===== src/hw/rtl/sjss_pkg.sv =====
package sjss_pkg;

    // Operation codes carried on the input channel
    typedef enum logic [1:0] {
        OP_START  = 2'd0,
        OP_NEEDLE = 2'd1,
        OP_HAY    = 2'd2,
        OP_END    = 2'd3
    } t_op;

    // Commands from the controller to the datapath (at most one set per cycle)
    typedef struct packed {
        logic restart;
        logic load_needle;
        logic take_byte;
        logic finish;
    } t_cmd;

    // Search result as the datapath sees it right now
    typedef struct packed {
        logic        found;
        logic [15:0] char_index;
        logic        needle_overflow;
        logic        too_long;
    } t_result;

    // Shift-JIS lead byte: 0x81-0x9F or 0xE0-0xFC
    function automatic logic is_lead(input logic [7:0] b);
        return ((b >= 8'h81) && (b <= 8'h9F)) || ((b >= 8'hE0) && (b <= 8'hFC));
    endfunction

endpackage


===== src/hw/rtl/sjss_in_if.sv =====
interface sjss_in_if;
    logic       valid;
    logic       ready;
    logic [1:0] operation;
    logic [7:0] data_byte;

    modport source (output valid, output operation, output data_byte, input ready);
    modport sink   (input valid, input operation, input data_byte, output ready);
endinterface


===== src/hw/rtl/sjss_out_if.sv =====
interface sjss_out_if;
    logic        valid;
    logic        ready;
    logic        found;
    logic [15:0] char_index;
    logic        needle_overflow;
    logic        too_long;

    modport source (output valid, output found, output char_index,
                    output needle_overflow, output too_long, input ready);
    modport sink   (input valid, input found, input char_index,
                    input needle_overflow, input too_long, output ready);
endinterface


===== src/hw/rtl/sjss_datapath.sv =====
module sjss_datapath
    import sjss_pkg::*;
#(
    parameter int              NEEDLE_MAX = 32,
    parameter longint unsigned MAX_CHARS  = 65535
) (
    input  logic       i_clk,
    input  logic       i_rst_n,
    input  t_cmd       i_cmd,
    input  logic [7:0] i_data_byte,
    output t_result    o_status
);

    localparam int LW  = $clog2(NEEDLE_MAX + 1);
    localparam int IXW = (NEEDLE_MAX > 1) ? $clog2(NEEDLE_MAX) : 1;
    localparam int CW  = $clog2(MAX_CHARS + 1);
    localparam logic [CW-1:0] MAXC = MAX_CHARS[CW-1:0];
    localparam logic [LW-1:0] NMAX = LW'(NEEDLE_MAX);

    // Needle kept newest-first so entry j lines up with window entry j
    logic [7:0]    r_needle [NEEDLE_MAX];
    logic [7:0]    n_needle [NEEDLE_MAX];
    logic [LW-1:0] r_len, n_len;
    logic          r_ovf, n_ovf;

    // Haystack window, newest byte at entry 0
    logic [7:0]            r_win_byte [NEEDLE_MAX];
    logic [7:0]            n_win_byte [NEEDLE_MAX];
    logic [15:0]           r_win_idx  [NEEDLE_MAX];
    logic [15:0]           n_win_idx  [NEEDLE_MAX];
    logic [NEEDLE_MAX-1:0] r_win_start, n_win_start;

    logic          r_trail, n_trail;
    logic [CW-1:0] r_cc, n_cc;
    logic [LW-1:0] r_seen, n_seen;
    logic          r_mfound, n_mfound;
    logic [15:0]   r_midx, n_midx;
    logic          r_too_long, n_too_long;

    // Incoming haystack byte: start bit, clamped character index
    logic                  hs_start;
    logic [CW+15:0]        cc_ext;
    logic [15:0]           hs_idx;
    logic [7:0]            w_byte  [NEEDLE_MAX];
    logic [15:0]           w_idx   [NEEDLE_MAX];
    logic [NEEDLE_MAX-1:0] w_start;
    logic [NEEDLE_MAX-1:0] hit;
    logic [LW-1:0]         seen_next;
    logic [LW-1:0]         len_m1;
    logic [IXW-1:0]        pos;
    logic                  match_now;

    assign hs_start  = !r_trail;
    assign cc_ext    = {16'b0, r_cc};
    assign hs_idx    = (|cc_ext[CW+15:16]) ? 16'hFFFF : cc_ext[15:0];
    assign seen_next = (r_seen == NMAX) ? r_seen : r_seen + LW'(1);
    assign len_m1    = r_len - LW'(1);
    assign pos       = len_m1[IXW-1:0];

    // Window after the shift, and the per-entry compare against the needle
    always_comb begin
        w_byte[0]  = i_data_byte;
        w_idx[0]   = hs_idx;
        w_start[0] = hs_start;
        for (int j = 1; j < NEEDLE_MAX; j++) begin
            w_byte[j]  = r_win_byte[j-1];
            w_idx[j]   = r_win_idx[j-1];
            w_start[j] = r_win_start[j-1];
        end
        for (int j = 0; j < NEEDLE_MAX; j++) begin
            hit[j] = (LW'(j) >= r_len) || (w_byte[j] == r_needle[j]);
        end
    end

    assign match_now = !r_mfound && (r_len != '0) && (seen_next >= r_len) &&
                       w_start[pos] && (&hit);

    // Next-state logic for all commands
    always_comb begin
        n_needle    = r_needle;
        n_len       = r_len;
        n_ovf       = r_ovf;
        n_win_byte  = r_win_byte;
        n_win_idx   = r_win_idx;
        n_win_start = r_win_start;
        n_trail     = r_trail;
        n_cc        = r_cc;
        n_seen      = r_seen;
        n_mfound    = r_mfound;
        n_midx      = r_midx;
        n_too_long  = r_too_long;

        if (i_cmd.restart || i_cmd.finish) begin
            n_trail    = 1'b0;
            n_cc       = '0;
            n_seen     = '0;
            n_mfound   = 1'b0;
            n_too_long = 1'b0;
        end
        if (i_cmd.restart) begin
            n_len = '0;
            n_ovf = 1'b0;
        end

        // Append needle byte, or flag overflow once the store is full
        if (i_cmd.load_needle) begin
            if (r_len != NMAX) begin
                n_needle[0] = i_data_byte;
                for (int j = 1; j < NEEDLE_MAX; j++) begin
                    n_needle[j] = r_needle[j-1];
                end
                n_len = r_len + LW'(1);
            end else begin
                n_ovf = 1'b1;
            end
        end

        // Haystack byte: character tracking, window shift, match check
        if (i_cmd.take_byte) begin
            if (hs_start) begin
                if (r_cc == MAXC) begin
                    n_too_long = 1'b1;
                end else begin
                    n_cc = r_cc + CW'(1);
                end
                n_trail = is_lead(i_data_byte);
            end else begin
                n_trail = 1'b0;
            end
            n_win_byte  = w_byte;
            n_win_idx   = w_idx;
            n_win_start = w_start;
            n_seen      = seen_next;
            if (match_now) begin
                n_mfound = 1'b1;
                n_midx   = w_idx[pos];
            end
        end
    end

    // Control state
    always_ff @(posedge i_clk) begin
        if (!i_rst_n) begin
            r_len      <= '0;
            r_ovf      <= 1'b0;
            r_trail    <= 1'b0;
            r_cc       <= '0;
            r_seen     <= '0;
            r_mfound   <= 1'b0;
            r_too_long <= 1'b0;
        end else begin
            r_len      <= n_len;
            r_ovf      <= n_ovf;
            r_trail    <= n_trail;
            r_cc       <= n_cc;
            r_seen     <= n_seen;
            r_mfound   <= n_mfound;
            r_too_long <= n_too_long;
        end
    end

    // Payload storage; only entries covered by length and byte count are read
    always_ff @(posedge i_clk) begin
        r_needle    <= n_needle;
        r_win_byte  <= n_win_byte;
        r_win_idx   <= n_win_idx;
        r_win_start <= n_win_start;
        r_midx      <= n_midx;
    end

    // Current result; an empty needle matches any non-empty haystack at 0
    always_comb begin
        o_status.needle_overflow = r_ovf;
        o_status.too_long        = r_too_long;
        o_status.found           = 1'b0;
        o_status.char_index      = 16'd0;
        if (!r_ovf) begin
            if (r_len == '0) begin
                o_status.found = (r_seen != '0);
            end else if (r_mfound) begin
                o_status.found      = 1'b1;
                o_status.char_index = r_midx;
            end
        end
    end

endmodule


===== src/hw/rtl/sjss_ctrl.sv =====
module sjss_ctrl
    import sjss_pkg::*;
(
    input  logic       i_clk,
    input  logic       i_rst_n,
    input  logic       i_in_valid,
    input  logic [1:0] i_in_op,
    output logic       o_in_ready,
    output t_cmd       o_cmd,
    input  t_result    i_status,
    output logic       o_out_valid,
    input  logic       i_out_ready,
    output t_result    o_out_result
);

    typedef enum logic {
        ST_EMPTY,
        ST_FULL
    } t_state;

    t_state  r_state;
    t_result r_result;
    t_op     op;
    logic    slot_free;
    logic    accept;

    assign op         = t_op'(i_in_op);
    assign slot_free  = (r_state == ST_EMPTY) || i_out_ready;
    // Only the end item needs room in the result register
    assign o_in_ready = (op != OP_END) || slot_free;
    assign accept     = i_in_valid && o_in_ready;

    // Decode the accepted item into a datapath command
    always_comb begin
        o_cmd = '0;
        if (accept) begin
            case (op)
                OP_START:  o_cmd.restart     = 1'b1;
                OP_NEEDLE: o_cmd.load_needle = 1'b1;
                OP_HAY:    o_cmd.take_byte   = 1'b1;
                OP_END:    o_cmd.finish      = 1'b1;
                default:   o_cmd = '0;
            endcase
        end
    end

    // Result slot state and registered result
    always_ff @(posedge i_clk) begin
        if (!i_rst_n) begin
            r_state <= ST_EMPTY;
        end else begin
            if (accept && (op == OP_END)) begin
                r_state  <= ST_FULL;
                r_result <= i_status;
            end else if (i_out_ready) begin
                r_state <= ST_EMPTY;
            end
        end
    end

    assign o_out_valid  = (r_state == ST_FULL);
    assign o_out_result = r_result;

endmodule


===== src/hw/rtl/sjis_aligned_substring_search_unit.sv =====
// The result of an end-of-haystack item is registered and valid the cycle after its transfer.
// One item per cycle unless stalled; the compare over all needle entries is combinational.
// An end item stalls only while the previous result is held and not taken.
// Reset (synchronous, active low) clears needle length, overflow, counters, match
// state and the result slot; needle and window contents are not cleared.
module sjis_aligned_substring_search_unit
    import sjss_pkg::*;
#(
    parameter int              NEEDLE_MAX = 32,
    parameter longint unsigned MAX_CHARS  = 65535
) (
    input  logic             i_clk,
    input  logic             i_rst_n,
    sjss_in_if.sink          i_in,
    sjss_out_if.source       o_out
);

    t_cmd    cmd;
    t_result status;
    t_result out_result;

    sjss_ctrl u_ctrl (
        .i_clk        (i_clk),
        .i_rst_n      (i_rst_n),
        .i_in_valid   (i_in.valid),
        .i_in_op      (i_in.operation),
        .o_in_ready   (i_in.ready),
        .o_cmd        (cmd),
        .i_status     (status),
        .o_out_valid  (o_out.valid),
        .i_out_ready  (o_out.ready),
        .o_out_result (out_result)
    );

    sjss_datapath #(
        .NEEDLE_MAX (NEEDLE_MAX),
        .MAX_CHARS  (MAX_CHARS)
    ) u_datapath (
        .i_clk       (i_clk),
        .i_rst_n     (i_rst_n),
        .i_cmd       (cmd),
        .i_data_byte (i_in.data_byte),
        .o_status    (status)
    );

    assign o_out.found           = out_result.found;
    assign o_out.char_index      = out_result.char_index;
    assign o_out.needle_overflow = out_result.needle_overflow;
    assign o_out.too_long        = out_result.too_long;

endmodule


===== src/flat_wrapper.sv =====
// flat-port wrapper written by rule: the top's interface ports become plain ports
module sjis_aligned_substring_search_unit_flat import sjss_pkg::*;
#(
    parameter int              NEEDLE_MAX = 32,
    parameter longint unsigned MAX_CHARS  = 65535
)
  (i_clk, i_rst_n, i_in_valid, i_in_operation, i_in_data_byte, i_in_ready, o_out_valid, o_out_found, o_out_char_index, o_out_needle_overflow, o_out_too_long, o_out_ready);
  sjss_in_if i_in_i ();
  sjss_out_if o_out_i ();
  input  logic i_clk;
  input  logic i_rst_n;
  input wire logic [$bits(i_in_i.valid)-1:0] i_in_valid;
  input wire logic [$bits(i_in_i.operation)-1:0] i_in_operation;
  input wire logic [$bits(i_in_i.data_byte)-1:0] i_in_data_byte;
  output wire logic [$bits(i_in_i.ready)-1:0] i_in_ready;
  output wire logic [$bits(o_out_i.valid)-1:0] o_out_valid;
  output wire logic [$bits(o_out_i.found)-1:0] o_out_found;
  output wire logic [$bits(o_out_i.char_index)-1:0] o_out_char_index;
  output wire logic [$bits(o_out_i.needle_overflow)-1:0] o_out_needle_overflow;
  output wire logic [$bits(o_out_i.too_long)-1:0] o_out_too_long;
  input wire logic [$bits(o_out_i.ready)-1:0] o_out_ready;
  assign i_in_i.valid = i_in_valid;
  assign i_in_i.operation = i_in_operation;
  assign i_in_i.data_byte = i_in_data_byte;
  assign i_in_ready = i_in_i.ready;
  assign o_out_valid = o_out_i.valid;
  assign o_out_found = o_out_i.found;
  assign o_out_char_index = o_out_i.char_index;
  assign o_out_needle_overflow = o_out_i.needle_overflow;
  assign o_out_too_long = o_out_i.too_long;
  assign o_out_i.ready = o_out_ready;
  sjis_aligned_substring_search_unit #(.NEEDLE_MAX(NEEDLE_MAX), .MAX_CHARS(MAX_CHARS)) u_core (.i_clk(i_clk), .i_rst_n(i_rst_n), .i_in(i_in_i), .o_out(o_out_i));
endmodule

===== config.mk =====
export PLATFORM = sky130hd
export DESIGN_NAME = sjis_aligned_substring_search_unit_flat
export DESIGN_NICKNAME = d
export VERILOG_FILES = /design/src/hw/rtl/sjss_pkg.sv /design/src/hw/rtl/sjss_in_if.sv /design/src/hw/rtl/sjss_out_if.sv /design/src/hw/rtl/sjss_datapath.sv /design/src/hw/rtl/sjss_ctrl.sv /design/src/hw/rtl/sjis_aligned_substring_search_unit.sv /design/src/flat_wrapper.sv
export SDC_FILE = /design/constraint.sdc
export NUM_CORES = 1
export LEC_CHECK = 0
export BUFFER_PORTS_ARGS = -buffer_cell sky130_fd_sc_hd__buf_2
export CAP_MARGIN = 20
export CORE_UTILIZATION = 50
export CTS_BUF_LIST = sky130_fd_sc_hd__clkbuf_4 sky130_fd_sc_hd__clkbuf_8
export CTS_CLUSTER_DIAMETER = 200
export DETAILED_ROUTE_END_ITERATION = 8
export GPL_ROUTABILITY_DRIVEN = 0
export GPL_TIMING_DRIVEN = 0
export PLACE_DENSITY_LB_ADDON = 0.25
export REMOVE_ABC_BUFFERS = 1
export SYNTH_ARGS = -nofsm -noshare
export SYNTH_HDL_FRONTEND = slang
export SYNTH_SLANG_ARGS = --single-unit

===== constraint.sdc =====
create_clock -name i_clk -period 13.6 [get_ports i_clk]
set_clock_uncertainty 0.15 [all_clocks]
set_input_delay 4.08 -clock i_clk [delete_from_list [all_inputs] [get_ports i_clk]]
set_output_delay 4.08 -clock i_clk [all_outputs]
set_load 0.01 [all_outputs]

# Word-level counts from Yosys, hierarchy flattened
# Cells that the tools add are included.
# classes
add_sub_neg	4
order_cmp	39
eq_ne	39
muxes	37
bitwise	3
reduce_logical	57
# op_table
operator	count
equality test 8 bit	32
greater-or-equal comparator 5 x 6 -> 1 bit, first input constant	16
2-to-1 mux 16 bit	6
binary-select mux 16 bit (select 5 bit)	1
greater-or-equal comparator 4 x 6 -> 1 bit, first input constant	8
logical OR 1 bit	36
2-to-1 mux 6 bit	6
AND reduction 32 bit	1
greater-or-equal comparator 3 x 6 -> 1 bit, first input constant	4
2-to-1 mux 1 bit	21
2-to-1 mux 17 bit	1
adder 16 x 1 -> 16 bit, second input constant	1
equality test 16 bit, second input constant	1
greater-or-equal comparator 8 bit, second input constant	2
<= comparator 8 bit, second input constant	2
adder 6 x 1 -> 6 bit, second input constant	2
greater-or-equal comparator 1 x 6 -> 1 bit, first input constant	2
greater-or-equal comparator 2 x 6 -> 1 bit, first input constant	2
nonzero test 6 bit	2
logical AND 1 bit	8
equality test 6 bit, second input constant	1
greater-or-equal comparator 6 bit	1
greater-or-equal comparator 6 bit, second input constant	1
logical NOT 6 bit	1
15 further kinds	21
# totals
ff_bits	1099
input_bits	14
output_inout_bits	21

# Depth between registers and ports, before layout
# depth
word_depth	10
depth_mapped	12

# Cells and area by module
# Synthesis repeated with hierarchy kept, for this count alone.
# hier_totals
hier_cells	2013
area_unflattened_um2	41737.5
# modules_own_cells
module	n_inst	cells_each	area_each_um2
sjss_datapath	1	1982	41070.6
sjss_ctrl	1	31	666.9

# Least setup slack after synthesis
# OpenSTA, ideal clock, no wires.
# synth_timing
kind	input to register
start	input i_in_operation[1]
end	register u_core.u_datapath.r_len[4]
setup_ns	0.097
t_arrival_ns	11.191
path_slack_ns	2.162
path_stages	5
cell_sequence	buf_2 nor2b_1 and3_1 a41oi_1 nor3_1
# synth_via
elab_chain_cells	7
word_cells_on_any_way	11
classes_between	2 x eq/ne; 6 x mux; 3 x reduce/logical
# synth_lines
element	line	rtl
start: declaration	flat_wrapper.sv:13	input wire logic [$bits(i_in_i.operation)-1:0] i_in_operation;
!= test 2 bit	sjss_ctrl.sv:30	assign o_in_ready = (op != OP_END) || slot_free;
logical OR 1 bit	sjss_ctrl.sv:30	
logical AND 1 bit	sjss_ctrl.sv:31	assign accept = i_in_valid && o_in_ready;
2-to-1 mux 4 bit (*)	sjss_ctrl.sv:36	if (accept) begin
2-to-1 mux 6 bit	sjss_datapath.sv:100	if (i_cmd.restart) begin
2-to-1 mux 6 bit	sjss_datapath.sv:107	if (r_len != NMAX) begin
2-to-1 mux 6 bit (*)	sjss_datapath.sv:106	if (i_cmd.load_needle) begin
end signal: assignment	sjss_datapath.sv:152	r_len <= n_len;
end: declaration	sjss_datapath.sv:23	logic [LW-1:0] r_len, n_len;
# Mark *: on every way between the ends. The rest lies on a longest branch, timed or not.
# A chain may end at the register's enable or synchronous reset.

# Worst setup path in the final report
# layout_timing
start	input i_in_operation[0]
end	output i_in_ready
# layout_via
elab_chain_cells	2
# layout_lines
element	line	rtl
!= test 2 bit	sjss_ctrl.sv:30	
logical OR 1 bit	sjss_ctrl.sv:30	
end: declaration	flat_wrapper.sv:15	output wire logic [$bits(i_in_i.ready)-1:0] i_in_ready;
# No other way between the ends.

==> run summary <==
The run finished with clean final reports. The number of different library cells in the post-synthesis netlist came out at just under 80. The first detailed-routing pass ran for 8 iterations.

The number of nets with antenna violations after routing is 0. The power density over the cells came out at about 150 nW/µm². The design draws roughly 6.9 mW. The fraction of post-synthesis cell area in the top cell type by area is between 70% and 80%. The number of violations of the max-capacitance limit is 0.

The number of antenna violations at the first check in global routing came out at 2. The static power due to leakage is 15.1 nW. The critical path is of the in2out type. The worst register-to-register path begins at u_core.u_datapath.r_len[0]. Setup repair after global routing left no endpoint under its margin. The total grt overflow came out at 0. The initial detailed-routing violation count is around 1800.

The commonest cells after synthesis are edfxtp_1 (1066), xor2_1 (205), mux4_2 (166). The headroom to the max-slew limit came out at between 10% and 20%. The number of hold buffers added after CTS is 0. The count of endpoints failing hold in the final timing report is 0. The final cell count without fillers came out at around 3400. The standard cell core area is roughly 82000 µm². The later pin in the worst-skew pair is clocked with a latency of around 0.82 ns.

The clock transition at the registers of the reported paths came out at about 0.060 ns. The final number of max-transition violations is 0. The number of global-route vias before repair came out at 20100.

The share of synthesized area occupied by flip-flops and latches came out at about 78%. The endpoint identified for the worst register-to-register timing path is u_core.u_datapath.r_midx[4]. The critical path runs through a total of 3 cells. The peak ir drop on the vdd network came out at between 0.0001 and 0.00015 V. Once routing completed, OpenROAD measured the worst setup slack at ~4.8 ns. The cell area after synthesis came out at 41800 µm². For the worst flop-to-flop path, the logic depth is 11. The sum of negative setup slack is 0 ns. The via count normalized by instance count came out at 5.66.

Cells fill a little under three fifths of the core in the end. No sink is reached through more buffers than the 3 on the longest clock path. edfxtp_1 takes more of the synthesized area than any other cell.

The cell sitting at the root of the clock tree is a clkbuf_8. The floorplan has 105 rows. The launching element of the worst setup path is i_in_operation[0]. The full die area is 84700 µm². The final routed wire length divided by cell count is between 20 and 25 µm.

The summed area of non-filler cells in the final layout is approximately 47000 µm². The maximum level of the CTS H-tree is 4. The routed wire length is between 70000 and 80000 µm. By instance count, the cell type seen most on the critical path is buf_2.

The worst path needs between 8 and 9 ns of the cycle, external delays included. The largest net degree at the start of global routing came out at between 200 and 250. Data arrives at the worst endpoint at 4.60 ns. Before CTS, the worst setup slack after placement is between 4 and 5 ns. After detailed routing, the number of remaining DRC violations is 0.

In the global route stage, overall resource usage came out at 17.4%. The kind of cell with the highest combined delay on the critical path is buffers and inverters. The setup slack of the most critical reg-to-reg path came out at a little under 9 ns. The number of input and output port buffers inserted came out at 34. The maximum fanout along the worst path is 13. STA classifies the critical path endpoint as a primary output.

The layout cell share with drive strength beyond 1 is 23.3%. Averaged over all synthesized cells, the footprint is between 20 and 25 µm². The most common cell in the synthesized netlist is edfxtp_1. After detailed placement, the total cell area comes to roughly 44000 µm². Derived from the worst setup path, the maximum achievable clock frequency is around 110 MHz. In this run, post-CTS repair resized a total of 0 instances. The most used flip-flop cell after synthesis is edfxtp_1. The net count reported at finish is 2212.

The number of enable flip-flop cells after synthesis is about 1100. The critical path buffer and inverter count is 2. The number of top-level pins came out at 35. The first global-routing pass estimated 113000 µm of wire. The synthesis-to-layout area growth came out at 12.7%.

The library cell contributing the largest single delay on the critical path is buf_2. Synthesis inferred ~1100 register bits. The critical path goes through buf_2, nand4b_1, buf_2. For this configuration, the core starts out at a cell density of approximately half. The count of buffers added by post-CTS timing repair for setup is 0.

The period utilization came out at between 60% and 70%. For the pin with the worst max-slew slack, the measured transition is around 1.2 ns. After synthesis, the cell types taking the most area are edfxtp_1 (77%), mux4_2 (9.0%), xor2_1 (4.3%), dfxtp_1 (1.6%), xnor2_1 (1.2%). The critical path launch point type is an input port. Setup violations remaining at the end of the flow were counted as 0.

STA puts the critical path data required time at 9.37 ns. The wire-length estimate of the detail-placed layout is ~43000 µm. The path class of the tightest hold or removal check is reg2reg. TritonCTS built the clock tree. Across all layers, the routed design uses 19200 vias. After detailed placement, the design holds a cell count of roughly 3100.

The die is between 200 and 300 µm tall. The number of clock buffers added by TritonCTS is ~170. The worst setup path endpoint is i_in_ready. Synthesis produced between 2000 and 2500 cells.

The number of clock sinks is ~1100. From left edge to right edge, the die measures between 200 and 300 µm. For this run, the number of Yosys warnings is 0. The proportion of synthesized flip-flops having asynchronous set or reset is 0%. The minimum hold slack came out at between 0.2 and 0.3 ns.

The highest cell delay on the worst timing path came out at approximately 0.25 ns. The count of filler cells inserted in the layout is 5961.
layer usage:
metal	track usage [%]	up-vias	wire, µm
met5	0	-	0
met4	5.97	0	1490
met3	4.34	143	4630
met2	27.3	581	34800
met1	23.8	9907	31000
li1	-	8535	-
cell type report:
class,count,area (µm²),area share (%)
timing repair buffer,57,686,1.46
clock buffer,227,2830,6.01
antenna,1,2.50,0.00532
multi-input combinational,841,8820,18.7
sequential,1099,32700,69.4
inverter,13,75.1,0.160
clock inverter,80,643,1.37
tap,1070,1340,2.84
kinds of logic (layout without fill, tap and decap cells):
family          after synthesis  after routing  share of synthesized area, %
xor+xnor                    265            265                          5.61
other cells                   0              1                             0
compound gates              120            120                          1.88
mux                         187            187                          9.60
flops                      1099           1099                          78.2
fa+ha+maj                    13             13                         0.390
simple gates                256            256                          3.48
buf+inv                      68            377                         0.797
cell usage in the layout (no fill, tap or decap), types with 8 or more instances in the layout:
cell       netlist  routed
clkinv_1         1      41
buf_2           14      34
ha_1            13      12
nand3_1         18      18
buf_16           0      15
nand4_1         21      21
a22oi_1         16      16
clkinv_2         0      20
mux4_2         166     166
clkbuf_8         1     180
a21oi_1         39      39
clkbuf_4         0      47
xnor2_1         57      56
dfxtp_1         33      32
edfxtp_1      1066    1066
nor4_1          57      56
nor3_1          10      10
nand2_1         46      46
and2_1          19      19
bufinv_16        0       8
nor2_1          40      39
o21ai_0         21      21
xor2_1         205     205
mux2_2          17      17
sequential cells by signal (all words and copies together) (netlist names):
signal,flops
u_core.u_datapath.r_len,6
u_core.u_datapath.r_needle,256
u_core.u_datapath.r_win_start,31
u_core.u_datapath.r_ovf,1
u_core.u_datapath.r_midx,16
u_core.u_ctrl.o_out_valid,1
u_core.u_datapath.r_win_byte,248
u_core.u_datapath.hs_idx,16
u_core.u_datapath.r_trail,1
u_core.u_datapath.r_too_long,1
u_core.u_datapath.r_win_idx,496
u_core.u_datapath.r_seen,6
u_core.u_datapath.r_mfound,1
u_core.u_ctrl.o_out_result,19
power by group:
part           internal (mW)  leakage (nW)  switching, mW
combinational          0.118          3.21          0.139
sequential              3.79          10.1         0.0437
clock                   1.52          1.84           1.26
worst min path at each step:
stage                                           start                           endpoint  slack (ns)  cells past startpoint
finish               u_core.u_datapath.r_win_idx[332]   u_core.u_datapath.r_win_idx[316]        0.28                      0
global route         u_core.u_datapath.r_win_idx[319]   u_core.u_datapath.r_win_idx[303]        0.27                      0
CTS                  u_core.u_datapath.r_win_idx[386]   u_core.u_datapath.r_win_idx[370]        0.27                      0
detailed placement  u_core.u_datapath.r_win_start[13]  u_core.u_datapath.r_win_start[14]        0.28                      0
global placement    u_core.u_datapath.r_win_start[11]  u_core.u_datapath.r_win_start[12]        0.27                      0
floorplan                u_core.u_datapath.r_too_long      u_core.u_ctrl.o_out_result[0]        0.26                      0
Power figures use the tool's default switching activity.
